### config.mk
export PLATFORM = sky130hd
export DESIGN_NAME = brbio_cmd_fifo
export DESIGN_NICKNAME = d
export VERILOG_FILES = /design/src/brbio_pkg.sv /design/src/brbio_cmd_fifo.sv
export SDC_FILE = /design/constraint.sdc
export NUM_CORES = 1
export LEC_CHECK = 0
export ABC_AREA = 1
export BUFFER_PORTS_ARGS = -buffer_cell sky130_fd_sc_hd__buf_4
export CAP_MARGIN = 20
export CORE_MARGIN = 5
export CORE_UTILIZATION = 58
export CTS_CLUSTER_DIAMETER = 200
export DETAILED_ROUTE_END_ITERATION = 8
export GPL_ROUTABILITY_DRIVEN = 0
export PLACE_DENSITY = 0.8
export SYNTH_ARGS = -nofsm -noshare
export SYNTH_HDL_FRONTEND = slang
export SYNTH_SLANG_ARGS = --single-unit
### constraint.sdc
create_clock -name clk_i -period 3.1 [get_ports clk_i]
set_input_delay 0.62 -clock clk_i [delete_from_list [all_inputs] [get_ports clk_i]]
set_output_delay 0.62 -clock clk_i [all_outputs]
set_load 0.05 [all_outputs]
### src/brbio_pkg.sv
package brbio_pkg;

  localparam int unsigned DEPTH      = 1024;
  localparam int unsigned MAX_BLOCK  = 64;
  localparam int unsigned ADDR_W     = $clog2(DEPTH);
  localparam int unsigned CNT_W      = 11;
  localparam int unsigned LEN_W      = 7;
  localparam int unsigned CMDQ_DEPTH = 4;
  localparam int unsigned CMDQ_AW    = $clog2(CMDQ_DEPTH);
  localparam int unsigned CMDQ_CW    = $clog2(CMDQ_DEPTH + 1);
  localparam int unsigned OUTQ_DEPTH = 4;
  localparam int unsigned OUTQ_AW    = $clog2(OUTQ_DEPTH);
  localparam int unsigned OUTQ_CW    = $clog2(OUTQ_DEPTH + 1);

  // function codes
  localparam logic [1:0] FUNC_STRICT_WR = 2'd0;
  localparam logic [1:0] FUNC_OVWR_WR   = 2'd1;
  localparam logic [1:0] FUNC_EXACT_RD  = 2'd2;
  localparam logic [1:0] FUNC_AVAIL_RD  = 2'd3;

  // status codes
  localparam logic [1:0] ST_OK       = 2'd0;
  localparam logic [1:0] ST_NO_SPACE = 2'd1;
  localparam logic [1:0] ST_NO_DATA  = 2'd2;
  localparam logic [1:0] ST_BAD_LEN  = 2'd3;

  typedef struct packed {
    logic [1:0]       func;
    logic [LEN_W-1:0] block_length;
    logic [7:0]       data_byte;
    logic             first_byte;
    logic             last_byte;
  } item_t;

  typedef struct packed {
    logic [7:0]       out_byte;
    logic             has_data;
    logic             end_of_run;
    logic [1:0]       status;
    logic [LEN_W-1:0] moved_count;
    logic [CNT_W-1:0] used_bytes;
  } result_t;

  typedef enum logic [1:0] {
    KIND_NONE,
    KIND_STATUS,
    KIND_READ
  } kind_e;

  // One unit of work for the back end. For a read, moved is the run length
  // and used is the fill level before the run.
  typedef struct packed {
    kind_e             kind;
    logic              wr_en;
    logic [ADDR_W-1:0] addr;
    logic [7:0]        data;
    logic [1:0]        status;
    logic [LEN_W-1:0]  moved;
    logic [CNT_W-1:0]  used;
  } cmd_t;

  // Step a ring pointer, wrapping at the capacity in use.
  function automatic logic [ADDR_W-1:0] ptr_adv(input logic [ADDR_W-1:0] ptr,
                                                input logic [CNT_W-1:0]  cap);
    logic [CNT_W-1:0] nxt;
    nxt = CNT_W'(ptr) + CNT_W'(1);
    if (nxt >= cap) begin
      return '0;
    end
    return nxt[ADDR_W-1:0];
  endfunction

endpackage

### src/brbio_cmd_fifo.sv
module brbio_cmd_fifo import brbio_pkg::*; (
  input  logic clk_i,
  input  logic rst_ni,
  input  logic push_i,
  input  cmd_t data_i,
  output logic full_o,
  input  logic pop_i,
  output cmd_t data_o,
  output logic valid_o
);

  cmd_t               mem_q [CMDQ_DEPTH];
  logic [CMDQ_AW-1:0] head_q, tail_q;
  logic [CMDQ_CW-1:0] cnt_q;
  logic               do_push, do_pop;

  assign full_o  = (cnt_q == CMDQ_CW'(CMDQ_DEPTH));
  assign valid_o = (cnt_q != '0);
  assign do_push = push_i && !full_o;
  assign do_pop  = pop_i && valid_o;
  assign data_o  = mem_q[head_q];

  always_ff @(posedge clk_i) begin
    if (do_push) begin
      mem_q[tail_q] <= data_i;
    end
  end

  always_ff @(posedge clk_i or negedge rst_ni) begin
    if (!rst_ni) begin
      head_q <= '0;
      tail_q <= '0;
      cnt_q  <= '0;
    end else begin
      if (do_push) begin
        tail_q <= tail_q + CMDQ_AW'(1);
      end
      if (do_pop) begin
        head_q <= head_q + CMDQ_AW'(1);
      end
      if (do_push && !do_pop) begin
        cnt_q <= cnt_q + CMDQ_CW'(1);
      end else if (do_pop && !do_push) begin
        cnt_q <= cnt_q - CMDQ_CW'(1);
      end
    end
  end

endmodule

==> impl_metrics.tcl <==
set metrics [dict create \
    status "completed" \
    diodes 0 \
    synth_area_leaders "edfxtp_1 (68%), o211ai_2 (7.4%), nand2_1 (6.4%)" \
    post_cts_resized 0 \
    cts_tree "yes" \
    drc 0 \
    grt-ovfl-total 0 \
    syn-cell-area_mm2 0.00726 \
    rsz0062_at_grt "false" \
    post-dp-hpwl_um 8280 \
    drive_gt1_frac 0.307 \
    dieHeight_um 122 \
    crit_fanout 54 \
    dpl_cell_area_mm2 0.00804 \
    start_util 0.597 \
    hold_path_class "in2reg" \
    seq_area_frac_synth 0.703 \
    synthCells 539 \
    drtAntennaViolNets 0 \
    track_usage 0.193 \
    drv_slew 0 \
    crit_required_ns 2.48 \
    synthToLayoutAreaGrowth_pct 18.8 \
    ios 88 \
    worstSetupPathType "reg2out" \
    numClockSinks 171 \
    p_sw_frac 0.432 \
    synthTopCellsByCount "edfxtp_1 (164), nand2_1 (124), inv_1 (94)" \
    numPortBuffers 87 \
    worstPathArrival_ns 2.12 \
    synthFlopType "edfxtp_1" \
    grt_pass1_wl_um 21500 \
    vias 4192 \
    cts_setup_buffers 0 \
    synth.most_common_cell "edfxtp_1" \
    crit_path_start_kind "flop" \
    async_flop_share 0.0409 \
    cts_buffers 17 \
    fin_crit_ns 2.74 \
    nFillCells 822 \
    tightest_slew_ns 0.771 \
    cts.path.max_buffers 2 \
    nNetsFinal 680 \
    ys_seq_elements 171 \
    synth_edf_count 164 \
    internal_power_w 0.00545 \
    fmax_mhz 364 \
    ys_types 19 \
    dp_cells 777 \
    p_sw_w 0.00414 \
    end_kind "output pin" \
    clkSlewWorstSetupHoldPaths_ns 0.07 \
    pwr-share-seq 0.334 \
    cts-root-buf "clkbuf_16" \
    maxSlewHeadroom 0.486 \
    timing.final.crit_share 0.885 \
    yosys_warnings 0 \
    synth_area_leader_cell "edfxtp_1" \
    postSynthAreaPerCell_um2 13.5 \
    antenna_found_initial 0 \
    drt_wl_total_um 13500 \
    power_leakage_nw 3.52 \
    drtIter0Drc 271 \
    hold_viol_final 0 \
    firstDrtPassIters 4 \
    tns_ns 0 \
    fp.dieW_um 122 \
    ir_drop_mv 0.743 \
    drv_cap 0 \
    fp.coreArea_mm2 0.0122 \
    num_rows 40 \
    syn_nets 590 \
    pwr-share-comb 0.455 \
    clk_latency_ns 0.43 \
    htreeDepth 4 \
    synth_top_cell_area_share 0.679 \
    grt_max_degree 55 \
    finClkSkew_ns 0.0313 \
    layoutNonFillerInstCount 810 \
    grt_pass1_vias 4376 \
    wire_per_inst_um 16.7 \
    clockPowerShare 0.212 \
    viasPerCell 5.18 \
    setup_viol 0 \
    design_area_mm2 0.00862 \
    dieArea_mm2 0.0149 \
    powerDensity_mw_per_mm2 1110 \
]
## cell usage in the layout, fill, tap and decap left out
| cell type | instances |
|---|---|
| clkinv_1 | 1 |
| nand2_1 | 124 |
| fa_1 | 1 |
| clkinvlp_4 | 7 |
| xnor2_1 | 1 |
| dfrtp_2 | 1 |
| nor2_4 | 4 |
| clkbuf_16 | 17 |
| o211ai_1 | 39 |
| ha_1 | 5 |
| inv_1 | 94 |
| buf_4 | 94 |
| dlygate4sd3_1 | 1 |
| edfxtp_1 | 164 |
| buf_12 | 3 |
| bufinv_16 | 2 |
| nand3_1 | 7 |
| clkinv_4 | 3 |
| inv_6 | 1 |
| o21ai_0 | 1 |
| o211ai_2 | 43 |
| nand2_2 | 17 |
| inv_2 | 3 |
| clkinv_2 | 2 |
| dfrtp_1 | 6 |
| nand4_1 | 1 |
## power by group through the flow
stage	Sequential (W)	Combinational, W	Clock, W
final	0.00320	0.00436	0.00203
after global routing	0.00324	0.00466	0.00216
after global placement	0.00322	0.00429	0
after detailed placement	0.00325	0.00439	0
after floorplan	0.00322	0.00331	0
after CTS	0.00320	0.00441	0.00206
## repair_timing
item,4_1_cts,5_1_grt
hold buffers,1,0
endpoints found under the hold margin,7,0
setup endpoints to repair,0,0
## per-stage QoR
| step | utilization | hold WS [ns] | total power [W] | worst slack, ns |
|---|---|---|---|---|
| finish | 0.709 | 0.385 | 0.00959 | 0.356 |
| floorplan | - | 0.324 | 0.00653 | 0.169 |
| global placement | 0.661 | 0.436 | 0.00751 | 0.884 |
| global route | 0.709 | 0.382 | 0.0101 | 0.207 |
| detailed placement | 0.661 | 0.440 | 0.00763 | 0.809 |
| CTS | 0.709 | 0.381 | 0.00967 | 0.349 |
## cells by family (layout without fill, tap and decap cells)
family | count (synthesis) | count (layout) | share of synthesized area
xor gates and xnor gates | 1 | 1 | 0.00121
adders and majority gates | 6 | 6 | 0.0114
and+or+nand+nor | 153 | 153 | 0.0865
DFF | 171 | 171 | 0.703
buffers and inverters | 125 | 228 | 0.0831
AOI/OAI and AO/OA | 83 | 83 | 0.115
## critical path: stages, from the launching register on
cell	delay, ns
dfrtp_1	0.43
inv_6	0.35
buf_4	0.42
nand2_1	0.11
o211ai_1	0.10
nand2_1	0.07
buf_4	0.19
## path summary, 6_finish.rpt
kind                                       start                endpoint  slack, ns  cells after the start
setup / recovery           head_q[0]$_DFFE_PN0P_              data_o[15]       0.36                      6
hold / removal                        data_i[23]  mem_q[0][23]$_DFFE_PP_       0.38                      1
setup reg to reg            cnt_q[0]$_DFFE_PN0P_    cnt_q[1]$_DFFE_PN0P_       0.92                      9
hold reg to reg             cnt_q[2]$_DFFE_PN0P_    cnt_q[2]$_DFFE_PN0P_       0.53                      2
max in group asynchronous                 rst_ni   head_q[1]$_DFFE_PN0P_       2.44                      2
min in group asynchronous                 rst_ni    cnt_q[0]$_DFFE_PN0P_       0.52                      2
## registers in the layout, indices dropped and copies added (netlist names)
| register | count |
|---|---|
| tail_q | 2 |
| cnt_q | 3 |
| mem_q | 164 |
| head_q | 2 |
## cell type report
class,instances,area [µm²],share of cell area
Clock buffer,17,425,0.0493
Inverter,98,373,0.0432
Timing Repair Buffer,98,776,0.0900
Tap cell,168,210,0.0244
Multi-Input combinational cell,243,1590,0.184
Clock inverter,15,153,0.0177
Sequential cell,171,5100,0.592
## metal layers
metal	track usage	vias up	share of wire
met5	0	-	0
met4	0.0833	0	0.011
met3	0.0557	10	0.066
li1	-	2034	-
met1	0.231	2031	0.40
met2	0.326	117	0.52
Note: power is estimated with default switching activity, not from simulation.
