===== src/brbio_pkg.sv =====
package brbio_pkg;

  localparam int unsigned DEPTH      = 1024;
  localparam int unsigned MAX_BLOCK  = 64;
  localparam int unsigned ADDR_W     = $clog2(DEPTH);
  localparam int unsigned CNT_W      = 11;
  localparam int unsigned LEN_W      = 7;
  localparam int unsigned CMDQ_DEPTH = 4;
  localparam int unsigned CMDQ_AW    = $clog2(CMDQ_DEPTH);
  localparam int unsigned CMDQ_CW    = $clog2(CMDQ_DEPTH + 1);
  localparam int unsigned OUTQ_DEPTH = 4;
  localparam int unsigned OUTQ_AW    = $clog2(OUTQ_DEPTH);
  localparam int unsigned OUTQ_CW    = $clog2(OUTQ_DEPTH + 1);

  // function codes
  localparam logic [1:0] FUNC_STRICT_WR = 2'd0;
  localparam logic [1:0] FUNC_OVWR_WR   = 2'd1;
  localparam logic [1:0] FUNC_EXACT_RD  = 2'd2;
  localparam logic [1:0] FUNC_AVAIL_RD  = 2'd3;

  // status codes
  localparam logic [1:0] ST_OK       = 2'd0;
  localparam logic [1:0] ST_NO_SPACE = 2'd1;
  localparam logic [1:0] ST_NO_DATA  = 2'd2;
  localparam logic [1:0] ST_BAD_LEN  = 2'd3;

  typedef struct packed {
    logic [1:0]       func;
    logic [LEN_W-1:0] block_length;
    logic [7:0]       data_byte;
    logic             first_byte;
    logic             last_byte;
  } item_t;

  typedef struct packed {
    logic [7:0]       out_byte;
    logic             has_data;
    logic             end_of_run;
    logic [1:0]       status;
    logic [LEN_W-1:0] moved_count;
    logic [CNT_W-1:0] used_bytes;
  } result_t;

  typedef enum logic [1:0] {
    KIND_NONE,
    KIND_STATUS,
    KIND_READ
  } kind_e;

  // One unit of work for the back end. For a read, moved is the run length
  // and used is the fill level before the run.
  typedef struct packed {
    kind_e             kind;
    logic              wr_en;
    logic [ADDR_W-1:0] addr;
    logic [7:0]        data;
    logic [1:0]        status;
    logic [LEN_W-1:0]  moved;
    logic [CNT_W-1:0]  used;
  } cmd_t;

  // Step a ring pointer, wrapping at the capacity in use.
  function automatic logic [ADDR_W-1:0] ptr_adv(input logic [ADDR_W-1:0] ptr,
                                                input logic [CNT_W-1:0]  cap);
    logic [CNT_W-1:0] nxt;
    nxt = CNT_W'(ptr) + CNT_W'(1);
    if (nxt >= cap) begin
      return '0;
    end
    return nxt[ADDR_W-1:0];
  endfunction

endpackage


===== src/brbio_front.sv =====
module brbio_front import brbio_pkg::*; (
  input  logic             clk_i,
  input  logic             rst_ni,
  input  logic             accept_i,
  input  item_t            item_i,
  input  logic             cfg_we_i,
  input  logic [CNT_W-1:0] cfg_wdata_i,
  output cmd_t             cmd_o,
  output logic             cmd_valid_o,
  output logic [CNT_W-1:0] capacity_o
);

  logic [CNT_W-1:0]  cap_q, cap_d;
  logic [ADDR_W-1:0] rptr_q, rptr_d, wptr_q, wptr_d;
  logic [CNT_W-1:0]  cnt_q, cnt_d;
  logic              open_q, open_d, acc_q, acc_d;
  logic [1:0]        bst_q, bst_d;
  logic [LEN_W-1:0]  left_q, left_d, done_q, done_d;

  logic             bad_len;
  logic [CNT_W-1:0] len_w, run_n, rsum;
  cmd_t             cmd;

  assign len_w   = CNT_W'(item_i.block_length);
  assign bad_len = (item_i.block_length == '0) ||
                   (item_i.block_length > LEN_W'(MAX_BLOCK));

  always_comb begin
    cap_d  = cap_q;
    rptr_d = rptr_q;
    wptr_d = wptr_q;
    cnt_d  = cnt_q;
    open_d = open_q;
    acc_d  = acc_q;
    bst_d  = bst_q;
    left_d = left_q;
    done_d = done_q;
    cmd    = '0;
    cmd.kind = KIND_NONE;
    run_n  = '0;
    rsum   = '0;

    if (item_i.func[1]) begin
      // reads
      cmd.used = cnt_q;
      if (bad_len) begin
        cmd.kind   = KIND_STATUS;
        cmd.status = ST_BAD_LEN;
      end else if (len_w > cnt_q && item_i.func == FUNC_EXACT_RD) begin
        cmd.kind   = KIND_STATUS;
        cmd.status = ST_NO_DATA;
      end else begin
        run_n = (len_w > cnt_q) ? cnt_q : len_w;
        if (run_n == '0) begin
          cmd.kind   = KIND_STATUS;
          cmd.status = ST_OK;
        end else begin
          cmd.kind  = KIND_READ;
          cmd.addr  = rptr_q;
          cmd.moved = run_n[LEN_W-1:0];
          cmd.status = ST_OK;
          rsum = CNT_W'(rptr_q) + run_n;
          if (rsum >= cap_q) begin
            rsum = rsum - cap_q;
          end
          rptr_d = rsum[ADDR_W-1:0];
          cnt_d  = cnt_q - run_n;
        end
      end
    end else begin
      // write bytes
      if (item_i.first_byte) begin
        open_d = 1'b1;
        done_d = '0;
        left_d = '0;
        acc_d  = 1'b0;
        if (bad_len) begin
          bst_d = ST_BAD_LEN;
        end else if (item_i.func == FUNC_STRICT_WR && len_w > cap_q - cnt_q) begin
          bst_d = ST_NO_SPACE;
        end else if (item_i.func == FUNC_OVWR_WR && len_w > cap_q) begin
          bst_d = ST_NO_SPACE;
        end else begin
          bst_d  = ST_OK;
          acc_d  = 1'b1;
          left_d = item_i.block_length;
        end
      end

      if (!open_d) begin
        // stray byte
        if (item_i.last_byte) begin
          cmd.kind   = KIND_STATUS;
          cmd.status = ST_BAD_LEN;
          cmd.used   = cnt_q;
        end
      end else begin
        if (acc_d && left_d != '0) begin
          if (cnt_d >= cap_q) begin
            // full: drop the oldest byte
            rptr_d = ptr_adv(rptr_d, cap_q);
            cnt_d  = cnt_d - CNT_W'(1);
          end
          cmd.wr_en = 1'b1;
          cmd.addr  = wptr_q;
          cmd.data  = item_i.data_byte;
          wptr_d = ptr_adv(wptr_q, cap_q);
          cnt_d  = cnt_d + CNT_W'(1);
          left_d = left_d - LEN_W'(1);
          done_d = done_d + LEN_W'(1);
        end
        if (item_i.last_byte) begin
          cmd.kind   = KIND_STATUS;
          cmd.status = bst_d;
          cmd.moved  = done_d;
          cmd.used   = cnt_d;
          open_d = 1'b0;
          acc_d  = 1'b0;
          left_d = '0;
          done_d = '0;
        end
      end
    end
  end

  always_ff @(posedge clk_i or negedge rst_ni) begin
    if (!rst_ni) begin
      cap_q  <= CNT_W'(DEPTH);
      rptr_q <= '0;
      wptr_q <= '0;
      cnt_q  <= '0;
      open_q <= 1'b0;
      acc_q  <= 1'b0;
      bst_q  <= ST_OK;
      left_q <= '0;
      done_q <= '0;
    end else if (cfg_we_i) begin
      // clamp capacity and empty the ring
      if (cfg_wdata_i == '0) begin
        cap_q <= CNT_W'(1);
      end else if (cfg_wdata_i > CNT_W'(DEPTH)) begin
        cap_q <= CNT_W'(DEPTH);
      end else begin
        cap_q <= cfg_wdata_i;
      end
      rptr_q <= '0;
      wptr_q <= '0;
      cnt_q  <= '0;
      open_q <= 1'b0;
      acc_q  <= 1'b0;
      bst_q  <= ST_OK;
      left_q <= '0;
      done_q <= '0;
    end else if (accept_i) begin
      cap_q  <= cap_d;
      rptr_q <= rptr_d;
      wptr_q <= wptr_d;
      cnt_q  <= cnt_d;
      open_q <= open_d;
      acc_q  <= acc_d;
      bst_q  <= bst_d;
      left_q <= left_d;
      done_q <= done_d;
    end
  end

  assign cmd_o       = cmd;
  assign cmd_valid_o = cmd.wr_en || (cmd.kind != KIND_NONE);
  assign capacity_o  = cap_q;

endmodule


===== config.mk =====
export PLATFORM = sky130hd
export DESIGN_NAME = brbio_front
export DESIGN_NICKNAME = d
export VERILOG_FILES = /design/src/brbio_pkg.sv /design/src/brbio_front.sv
export SDC_FILE = /design/constraint.sdc
export NUM_CORES = 1
export LEC_CHECK = 0
export ABC_CLOCK_PERIOD_IN_PS = 7300
export BUFFER_PORTS_ARGS = -buffer_cell sky130_fd_sc_hd__buf_2
export CAP_MARGIN = 15
export CORE_UTILIZATION = 61
export CTS_CLUSTER_SIZE = 40
export DETAILED_ROUTE_END_ITERATION = 16
export PLACE_DENSITY = 0.91
export SLEW_MARGIN = 5
export SYNTH_ARGS = -nofsm -noshare
export SYNTH_HDL_FRONTEND = slang
export SYNTH_SLANG_ARGS = --single-unit

===== constraint.sdc =====
create_clock -name clk_i -period 7.3 [get_ports clk_i]
set_input_delay 0.365 -clock clk_i [delete_from_list [all_inputs] [get_ports clk_i]]
set_output_delay 0.365 -clock clk_i [all_outputs]
set_load 0.005 [all_outputs]

==> summary.txt, run 1 <==
Run status
  – Status: completed

Die
  – Die Wd: ~110 um
  – Die H: approximately 110 um
  – Num rows: 40
  – Initial Util: 0.628
  – I/O pins: slightly below 90
  – Core area: 0.0121 mm2
  – Die area: approximately 0.013 mm2

Synthesis
  – Post-synthesis compound-gate area fraction: 0.273
  – Main combinational cell family by area after synthesis: compound AO/OA/AOI/OAI gates
  – Top cells by area, synth: dfrtp_1 (19%), ha_1 (15%), o21ai_0 (4.7%), xnor2_1 (3.7%), a21oi_1 (3.6%)
  – Number of synthesized flops with an enable pin: 0
  – Multiplexer share of the synthesized area: 0.0228
  – Syn_area_per_cell: slightly below 8 um2
  – Synth Flop Type: dfrtp_1
  – Yosys cell types: 76
  – Share of flip-flops with an asynchronous set or reset: 1.00
  – Post-synthesis simple-gate area fraction: 0.231
  – Syn. warnings: 0
  – XOR/XNOR Fraction of Synth Area: 0.0659
  – Synth Instances: roughly 970
  – Sequential area share after synthesis: 0.198
  – Synth area leader: dfrtp_1
  – Synth top cells by count: ha_1 (89), o21ai_0 (71), nor2_1 (70)
  – Yosys reg bits: 60
  – Area of the mapped netlist: approximately 0.0076 mm2
  – Most frequent cell after synthesis: ha_1
  – Adder-Cell Fraction of Synth Area: 0.159
  – Synth top area share: 0.195

Clock tree
  – Resized Gates After CTS: 0
  – Clk sinks: 60
  – Post-CTS setup buffers: 0
  – CTS Buf Count: 9
  – Root Driver: clkbuf_16
  – Clk buf depth: 2
  – Clock-pin slew on the worst setup and hold paths: approximately 60 ps
  – Clock Latency Late Sink: around 350 ps
  – CTS Hold Bufs: 0
  – CTS tree: yes
  – Max H-tree Level: 3

Place
  – Pre-CTS setup slack: ~1100 ps
  – Number of port buffers: 86
  – RD Place Congestion: ~0.99
  – Detail Placement HPWL: ~18 mm

Critical path
  – Reg2Reg Setup Slack: between 1000 and 1500 ps
  – Worst Reg-to-Reg Cells: 25
  – Worst Setup Start Kind: flop
  – Worst Setup EP: rptr_q[9]
  – WP data arrival: between 6000 and 7000 ps
  – Crit-path max cell delay: 520 ps
  – Worst Path Required: 7500 ps
  – Slowest cell on crit path: dfrtp_1
  – Crit path from: cnt_q[3]
  – R2R Path Start: cnt_q[3]
  – CP Class: reg -> reg
  – R2r endpoint: rptr_q[9]
  – Critical path capture point type: flop
  – Critical Path Fanout Max: 17

Timing
  – Tmin final: 6290 ps
  – Headroom to the max-slew limit: 0.291
  – Worst-Margin Slew: 1040 ps
  – Setup Viol. Count Final: 0
  – Setup ws final: 1010 ps
  – Pins Over Slew Limit: 0
  – TNS Setup: 0 ps
  – Unrepaired setup endpoints after global routing: false
  – Min Hold Slack: between 200 and 250 ps
  – Final period util: 0.862
  – Fin. Hold Viols: 0
  – Clk_skew: around 7.7 ps
  – Peak Freq: 0.159 GHz

Flow run
  – # Max-Cap Violations: 0

Global route
  – Vias in the first global route: 7779
  – Initial antenna violation count: 0
  – Largest net degree at the start of global routing: between 60 and 70
  – GRT overflow: 0
  – First-pass GRT wire length: between 30 and 40 mm
  – GRT Util Overall: 0.382

Pwr
  – Total Power: 0.00327 W
  – Pwr dens: approximately 390 mW/mm2
  – Leakage Power: approximately 4.0 nW
  – Max VDD drop: ~310 uV

Route
  – DR DRC count: 0
  – Vias after detailed routing: 8199
  – Post-DRT Antenna Nets: 0
  – Via density per instance: a little under 7
  – DR pass1 iterations: 6
  – DR iter-0 viols: roughly 750
  – Wire per inst: approximately 20 um
  – Routed wire length: 24.0 mm

Layout
  – Storage cell area: between 0.0015 and 0.002 mm2
  – Layout net count: about 1200
  – Share of cells above drive strength 1: 0.120
  – Layout area overhead: 11.0%
  – Fillers: just under 1000
  – Antenna diode count: 0
  – Area of the multi-input gates: approximately 0.0057 mm2

Min path
  – Hold Crit Class: in -> async
## metal layers
layer	track usage	routed length [um]
met4	0.269	1680
met3	0.0813	2370
met5	0	0
met1	0.462	9040
met2	0.607	10900
## cell type report
cell class	count	share of cell area
timing repair buffer	91	0.0556
clock inverter	4	0.00863
clock buffer	12	0.0293
tap	168	0.0250
inverter	55	0.0245
sequential	60	0.179
multi-input combinational	813	0.678
## worst max-delay path, delay by kind of cell, from the launching register on
family                   cells  cell delay [ps]
AND/OR/NAND/NOR              7             1390
adder cells (fa/ha/maj)      3              990
XOR/XNOR                     1              150
flip-flops                   1              520
buffers and inverters        2              470
AO/OA/AOI/OAI               12             2600
## worst min-delay path by stage
stage	to	slack (ps)
after detailed placement	bst_q[0]	480
after global routing	capacity_o[6]	250
after CTS	done_q[6]	230
final	left_q[5]	200
after global placement	bst_q[0]	480
after floorplan	acc_q	70
## placed cells by master, fill, tap and decap left out, drive strengths merged, types with 6 or more instances in the layout
cell type  netlist  final
a211oi           6      6
nor3            24     24
a21o            23     23
nor3b            9      9
clkbuf          29     12
a21boi           6      6
o211ai           7      7
nand2b          17     17
nand3           39     39
and2            13     13
a21oi           57     57
dfrtp           59     59
xnor2           32     32
nor4            10     10
o21bai           7      7
nor2            71     71
nand4           12     12
ha              89     89
mux2i           15     15
o21ai           72     72
o21a            10     10
a31oi           22     22
xor2            25     25
nand2           62     62
a2111oi          7      7
nand3b           8      8
and3            23     23
or3              9      9
a22o            22     22
and4             6      6
inv             53     53
buf             12     91
o311ai           7      7
nor2b           22     22
o22ai           13     13
## per-stage QoR
stage / area, um2 / utilization / instances
after floorplan: 7590 / - / 969
after global placement: 8090 / 0.671 / 1187
after detailed placement: 8090 / 0.671 / 1187
after CTS: 8410 / 0.698 / 1203
after global routing: 8410 / 0.698 / 1203
final: 8410 / 0.698 / 1203
## cells by family (layout without fill, tap and decap cells)
| kind of cell | Yosys count | in the layout |
|---|---|---|
| AO/OA/AOI/OAI | 306 | 306 |
| XOR/XNOR | 57 | 57 |
| adder cells (fa/ha/maj) | 94 | 94 |
| buffers and inverters | 96 | 162 |
| flip-flops | 60 | 60 |
| multiplexers | 17 | 17 |
| other | 1 | 3 |
| AND/OR/NAND/NOR | 336 | 336 |
## registers in the layout (all words and copies together), names as in the netlist
| signal | flops |
|---|---|
| rptr_q | 10 |
| open_q | 1 |
| left_q | 7 |
| acc_q | 1 |
| done_q | 7 |
| bst_q | 2 |
| cnt_q | 11 |
| capacity_o | 11 |
| wptr_q | 10 |
## power breakdown
part | leakage, nW | internal, W | switching [W] | total (W)
Combinational | 3.06 | 0.000937 | 0.00137 | 0.00231
Clock | 0.153 | 0.000308 | 0.000170 | 0.000477
Sequential | 0.808 | 0.000378 | 0.000104 | 0.000481
Power figures use the tool's default switching activity.
==> inputs of run 2 (changes only) <==
--- a/config.mk
+++ b/config.mk
@@ -12,6 +12,7 @@
 export CTS_CLUSTER_SIZE = 40
 export DETAILED_ROUTE_END_ITERATION = 16
 export PLACE_DENSITY = 0.91
+export REMOVE_ABC_BUFFERS = 1
 export SLEW_MARGIN = 5
 export SYNTH_ARGS = -nofsm -noshare
 export SYNTH_HDL_FRONTEND = slang
==> run 2 against run 1 <==
Design area fell by 0.24%. Via count barely moved. First-iteration DRC count rose by 22%. Combinational power fell by 2%. Register-to-register slack barely moved. Sequential share of layout area barely moved. Clock power fell by 7.5%. Clock-buffer cell count fell by 3. Largest cell class unchanged. Highest routed layer unchanged.
==> summary.txt, run 2 (synthesis results as in run 1) <==
Clock tree
  – Clk sinks: 60
  – Clk buf depth: 2
  – Max H-tree Level: 3
  – Root Driver: clkbuf_16
  – Clock-pin slew on the worst setup and hold paths: around 60 ps
  – Clock Latency Late Sink: 350 ps
  – CTS tree: yes
  – CTS Buf Count: 9
  – Post-CTS setup buffers: 0
  – CTS Hold Bufs: 0
  – Resized Gates After CTS: 0

Global route
  – Vias in the first global route: around 7800
  – GRT Util Overall: 0.376
  – GRT overflow: 0
  – First-pass GRT wire length: about 38 mm
  – Initial antenna violation count: 0
  – Largest net degree at the start of global routing: between 60 and 70

Critical path
  – Crit-path max cell delay: just over 500 ps
  – Critical Path Fanout Max: 17
  – Worst-path cell chain: clkinv_1, ha_1, a2111oi_0, a21o_1, nor2_1, a21oi_1, inv_1, ha_1, a21o_1, a21oi_1, o21ai_0, or4_1, nand2_1, xnor2_1, ha_1, nand4_1, nor2_1, a221o_1, a21oi_1, o21ai_0, a21o_1, nor3b_1, a221oi_1, a21oi_2
  – CP Class: reg -> reg
  – Worst Setup Start Kind: flop
  – Slowest cell on crit path: dfrtp_1
  – Reg2Reg Setup Slack: between 1000 and 1500 ps
  – Worst Path Required: ~7500 ps
  – WP data arrival: ~6500 ps
  – Critical path capture point type: flop

Timing
  – Final period util: 0.860
  – Setup Viol. Count Final: 0
  – Worst-Margin Slew: ~990 ps
  – Headroom to the max-slew limit: 0.343
  – Pins Over Slew Limit: 0
  – Peak Freq: 0.159 GHz
  – Clk_skew: 6.06 ps
  – Min Hold Slack: about 170 ps
  – Tmin final: 6280 ps
  – TNS Setup: 0 ps
  – Unrepaired setup endpoints after global routing: false
  – Fin. Hold Viols: 0

Die
  – Die area: ~0.013 mm2
  – I/O pins: 87
  – Die Wd: roughly 110 um
  – Core area: about 0.012 mm2
  – Die H: about 110 um
  – Num rows: 40
  – Initial Util: 0.628

Layout
  – Finished layout cell area: 0.00839 mm2
  – Final Non-Filler Cells: around 1200
  – Fillers: 960
  – Antenna diode count: 0
  – Most common cell after layout, fill and taps aside: ha_1
  – Layout area overhead: 10.7%
  – Share of cells above drive strength 1: 0.123
  – Layout net count: 1158
  – Most frequent cells in the layout: ha_1 (89), buf_2 (86), o21ai_0 (71), nor2_1 (70), nand2_1 (62)

Pwr
  – P_int: about 0.0016 W
  – Net Sw Power: 0.00161 W
  – Total Power: 0.00319 W
  – Net Sw Frac: 0.506
  – Logic pwr share: 0.711
  – Leakage Power: 4.02 nW
  – Clock power share: 0.138
  – Max VDD drop: about 360 uV
  – Pwr dens: ~380 mW/mm2
  – Seq pwr share: 0.151

Route
  – Wire per inst: around 20 um
  – Routed wire length: between 20 and 25 mm
  – Post-DRT Antenna Nets: 0
  – DR iter-0 viols: roughly 900
  – DR pass1 iterations: 6
  – Via density per instance: just under 7
  – Vias after detailed routing: about 8000
  – DR DRC count: 0

Place
  – Placed insts: around 1200
  – Post-DP Area: 0.00810 mm2
  – Number of port buffers: 86
  – Detail Placement HPWL: about 17 mm
  – RD Place Congestion: approximately 0.98

Flow run
  – # Max-Cap Violations: 0

Run status
  – Status: completed

Min path
  – Hold Crit Class: in -> async
-- run 2: cell types whose count changed in the layout (fill, tap and decap cells not counted) --
cell	delta
clkbuf_8	-1
clkbuf_1	-2
bufinv_16	-1
inv_6	+1
clkinv_2	+3
buf_4	+1
-- run 2: area by class of cell --
class                      instances  area [um2]  area share
clock inverter                     7        66.3     0.00790
clock buffer                       9         225      0.0268
multi-input combinational        813        5710       0.680
tap                              168         210      0.0250
sequential                        60        1500       0.179
timing repair buffer              92         475      0.0566
inverter                          55         206      0.0246
-- run 2: worst max-delay path: cells and delay by family, from the launching register on --
kind	cells	cell delay, ps
compound gates	12	3020
xor+xnor	1	150
fa+ha+maj	3	890
buf+inv	2	500
flops	1	510
simple gates	6	1080
-- run 2: power by group through the flow --
stage | combinational, W | sequential (W) | clock (W)
after floorplan | 0.00168 | 0.000449 | 0
after global placement | 0.00211 | 0.000480 | 0
after detailed placement | 0.00217 | 0.000482 | 0
after CTS | 0.00220 | 0.000477 | 0.000441
after global routing | 0.00249 | 0.000488 | 0.000452
final | 0.00227 | 0.000481 | 0.000441
-- run 2: worst paths after layout --
path                                  to  cells after the start           start
max                            rptr_q[9]                     24        cnt_q[3]
min                             cnt_q[8]                      2          rst_ni
max reg2reg                    rptr_q[9]                     24        cnt_q[3]
min reg2reg                     bst_q[0]                      2        bst_q[0]
max in group asynchronous      rptr_q[3]                      2          rst_ni
min in group clk_i         capacity_o[5]                      2  cfg_wdata_i[5]
-- run 2: routing by layer --
layer	vias to the layer above	part of all wire	global-route usage	routed length (um)
met5	-	0	0	0
met4	0	0.065	0.263	1540
met3	129	0.096	0.0733	2290
met2	515	0.46	0.614	11000
met1	3817	0.38	0.447	9110
li1	3739	-	-	-
-- run 2: stage by stage --
step / setup slack [ps] / utilization
floorplan: 1850 / -
global placement: 1360 / 0.672
detailed placement: 1170 / 0.672
global route: 515 / 0.696
finish: 1020 / 0.696
CTS: 1130 / 0.696
==> inputs of run 3 (changes only) <==
--- a/config.mk
+++ b/config.mk
@@ -12,6 +12,7 @@
 export CTS_CLUSTER_SIZE = 40
 export DETAILED_ROUTE_END_ITERATION = 16
 export PLACE_DENSITY = 0.91
+export RECOVER_POWER = 25
 export REMOVE_ABC_BUFFERS = 1
 export SLEW_MARGIN = 5
 export SYNTH_ARGS = -nofsm -noshare
==> run 3 against run 2 <==
The run now ends with capacitance limit, slew limit left. Cell count is the same. Sequential share of layout area barely moved. Critical path type unchanged. Hold slack better by 62 ps. Critical path depth unchanged. Clock skew hardly changed. Fmax fell by 0.25%. Die area stayed put. Largest power group unchanged. Design area about the same. Power is essentially flat. Setup slack worse by 16 ps.
==> summary.txt, run 3 (synthesis results as in run 1) <==
Place
  – RD Place Congestion: roughly 1
  – Detail Placement HPWL: ~17 mm
  – Number of port buffers: 86
  – Placed insts: between 1000 and 1500

Route
  – Wire per inst: between 15 and 20 um
  – Via density per instance: 6.88
  – Routed wire length: between 20 and 25 mm
  – DR pass1 iterations: 5
  – DR DRC count: 0
  – Post-DRT Antenna Nets: 0
  – Vias after detailed routing: just over 8000
  – DR iter-0 viols: between 800 and 900

Global route
  – Largest net degree at the start of global routing: 61
  – First-pass GRT wire length: approximately 38 mm
  – Initial antenna violation count: 0
  – GRT Util Overall: 0.376
  – Vias in the first global route: 7796
  – GRT overflow: 0

Layout
  – Share of cells above drive strength 1: 0.122
  – Layout area overhead: 10.7%
  – Layout net count: around 1200
  – Most frequent cells in the layout: ha_1 (89), buf_2 (86), o21ai_0 (71), nor2_1 (70), nand2_1 (62)
  – Antenna diode count: 0
  – Final Non-Filler Cells: 1204
  – Most common cell after layout, fill and taps aside: ha_1

Timing
  – Unrepaired setup endpoints after global routing: false
  – Peak Freq: between 0.15 and 0.2 GHz
  – Pins Over Slew Limit: 61
  – Final period util: 0.862
  – Tmin final: 6290 ps
  – TNS Setup: 0 ps
  – Setup Viol. Count Final: 0
  – Worst-Margin Slew: between 3000 and 4000 ps
  – Headroom to the max-slew limit: -1.37
  – Fin. Hold Viols: 0
  – Clk_skew: 5.78 ps

Clock tree
  – Clk buf depth: 2
  – CTS tree: yes
  – Clock Latency Late Sink: 350 ps
  – Root Driver: clkbuf_16
  – Max H-tree Level: 3
  – Clock-pin slew on the worst setup and hold paths: roughly 60 ps
  – Clk sinks: 60
  – CTS Hold Bufs: 0
  – CTS Buf Count: 9
  – Post-CTS setup buffers: 0
  – Resized Gates After CTS: 0

Die
  – I/O pins: 87
  – Die H: around 110 um
  – Num rows: 40
  – Initial Util: 0.628
  – Core area: ~0.012 mm2
  – Die area: between 0.01 and 0.015 mm2
  – Die Wd: 113 um

Min path
  – Hold Crit Class: in -> reg

Pwr
  – Leakage Power: approximately 4.0 nW
  – Pwr dens: between 300 and 400 mW/mm2
  – Total Power: approximately 0.0032 W
  – Max VDD drop: around 360 uV

Run status
  – Status: complete, but fails checks
  – Failing checks: capacitance limit, slew limit

Critical path
  – Critical Path Fanout Max: 17
  – Critical path capture point type: flop
  – WP data arrival: between 6000 and 7000 ps
  – Worst Setup Start Kind: flop
  – CP Class: reg -> reg
  – Worst Path Required: around 7500 ps

Flow run
  – # Max-Cap Violations: 1
run 3: cell count changes in the layout (fill, tap and decap cells not counted), sizes merged:
cell,delta
buf,-1
clkbuf,+1
run 3: stage by stage:
step	worst slack [ps]	area (um2)	hold WS (ps)	utilization
floorplan	1850	7420	69.4	-
global placement	1360	8100	467	0.672
detailed placement	1170	8100	471	0.672
CTS	1130	8390	228	0.696
global route	515	8390	241	0.696
finish	1010	8390	232	0.696
run 3: final cells by class:
type	count	area (um2)
Tap cell	168	210
Sequential cell	60	1500
Timing Repair Buffer	92	472
Fill cell	962	3670
Multi-Input combinational cell	813	5710
Clock inverter	7	66.3
Clock buffer	9	225
Inverter	55	206
run 3: final timing paths:
check	startpoint	to	slack, ps	depth (start not counted)
max in group asynchronous	rst_ni	rptr_q[3]	3940	2
min in group asynchronous	rst_ni	cnt_q[8]	1300	2
min	cfg_wdata_i[5]	capacity_o[5]	230	2
min reg2reg	bst_q[0]	bst_q[0]	500	2
max	cnt_q[3]	rptr_q[9]	1010	24
max reg2reg	cnt_q[3]	rptr_q[9]	1010	24
run 3: routing by layer:
metal	global-route usage	share of wire	routed length (um)
met1	0.447	0.38	9160
met2	0.614	0.46	11000
met3	0.0733	0.093	2240
met4	0.263	0.065	1550
met5	0	0	0
run 3: worst max-delay path: stages, from the launching register on:
cell	delay (ps)
dfrtp_1	510
clkinv_1	330
ha_1	280
a2111oi_0	410
a21o_1	480
nor2_1	100
a21oi_1	240
inv_1	160
ha_1	300
a21o_1	180
a21oi_1	200
o21ai_0	160
or4_1	450
nand2_1	100
xnor2_1	150
ha_1	310
nand4_1	130
nor2_1	60
a221o_1	290
a21oi_1	140
o21ai_0	100
a21o_1	410
nor3b_1	240
a221oi_1	320
a21oi_2	90
run 3: report_power, final:
part	switching (W)	leakage [nW]	internal [W]
combinational	0.00133	3.06	0.000937
sequential	0.000104	0.808	0.000378
clock	0.000180	0.145	0.000263
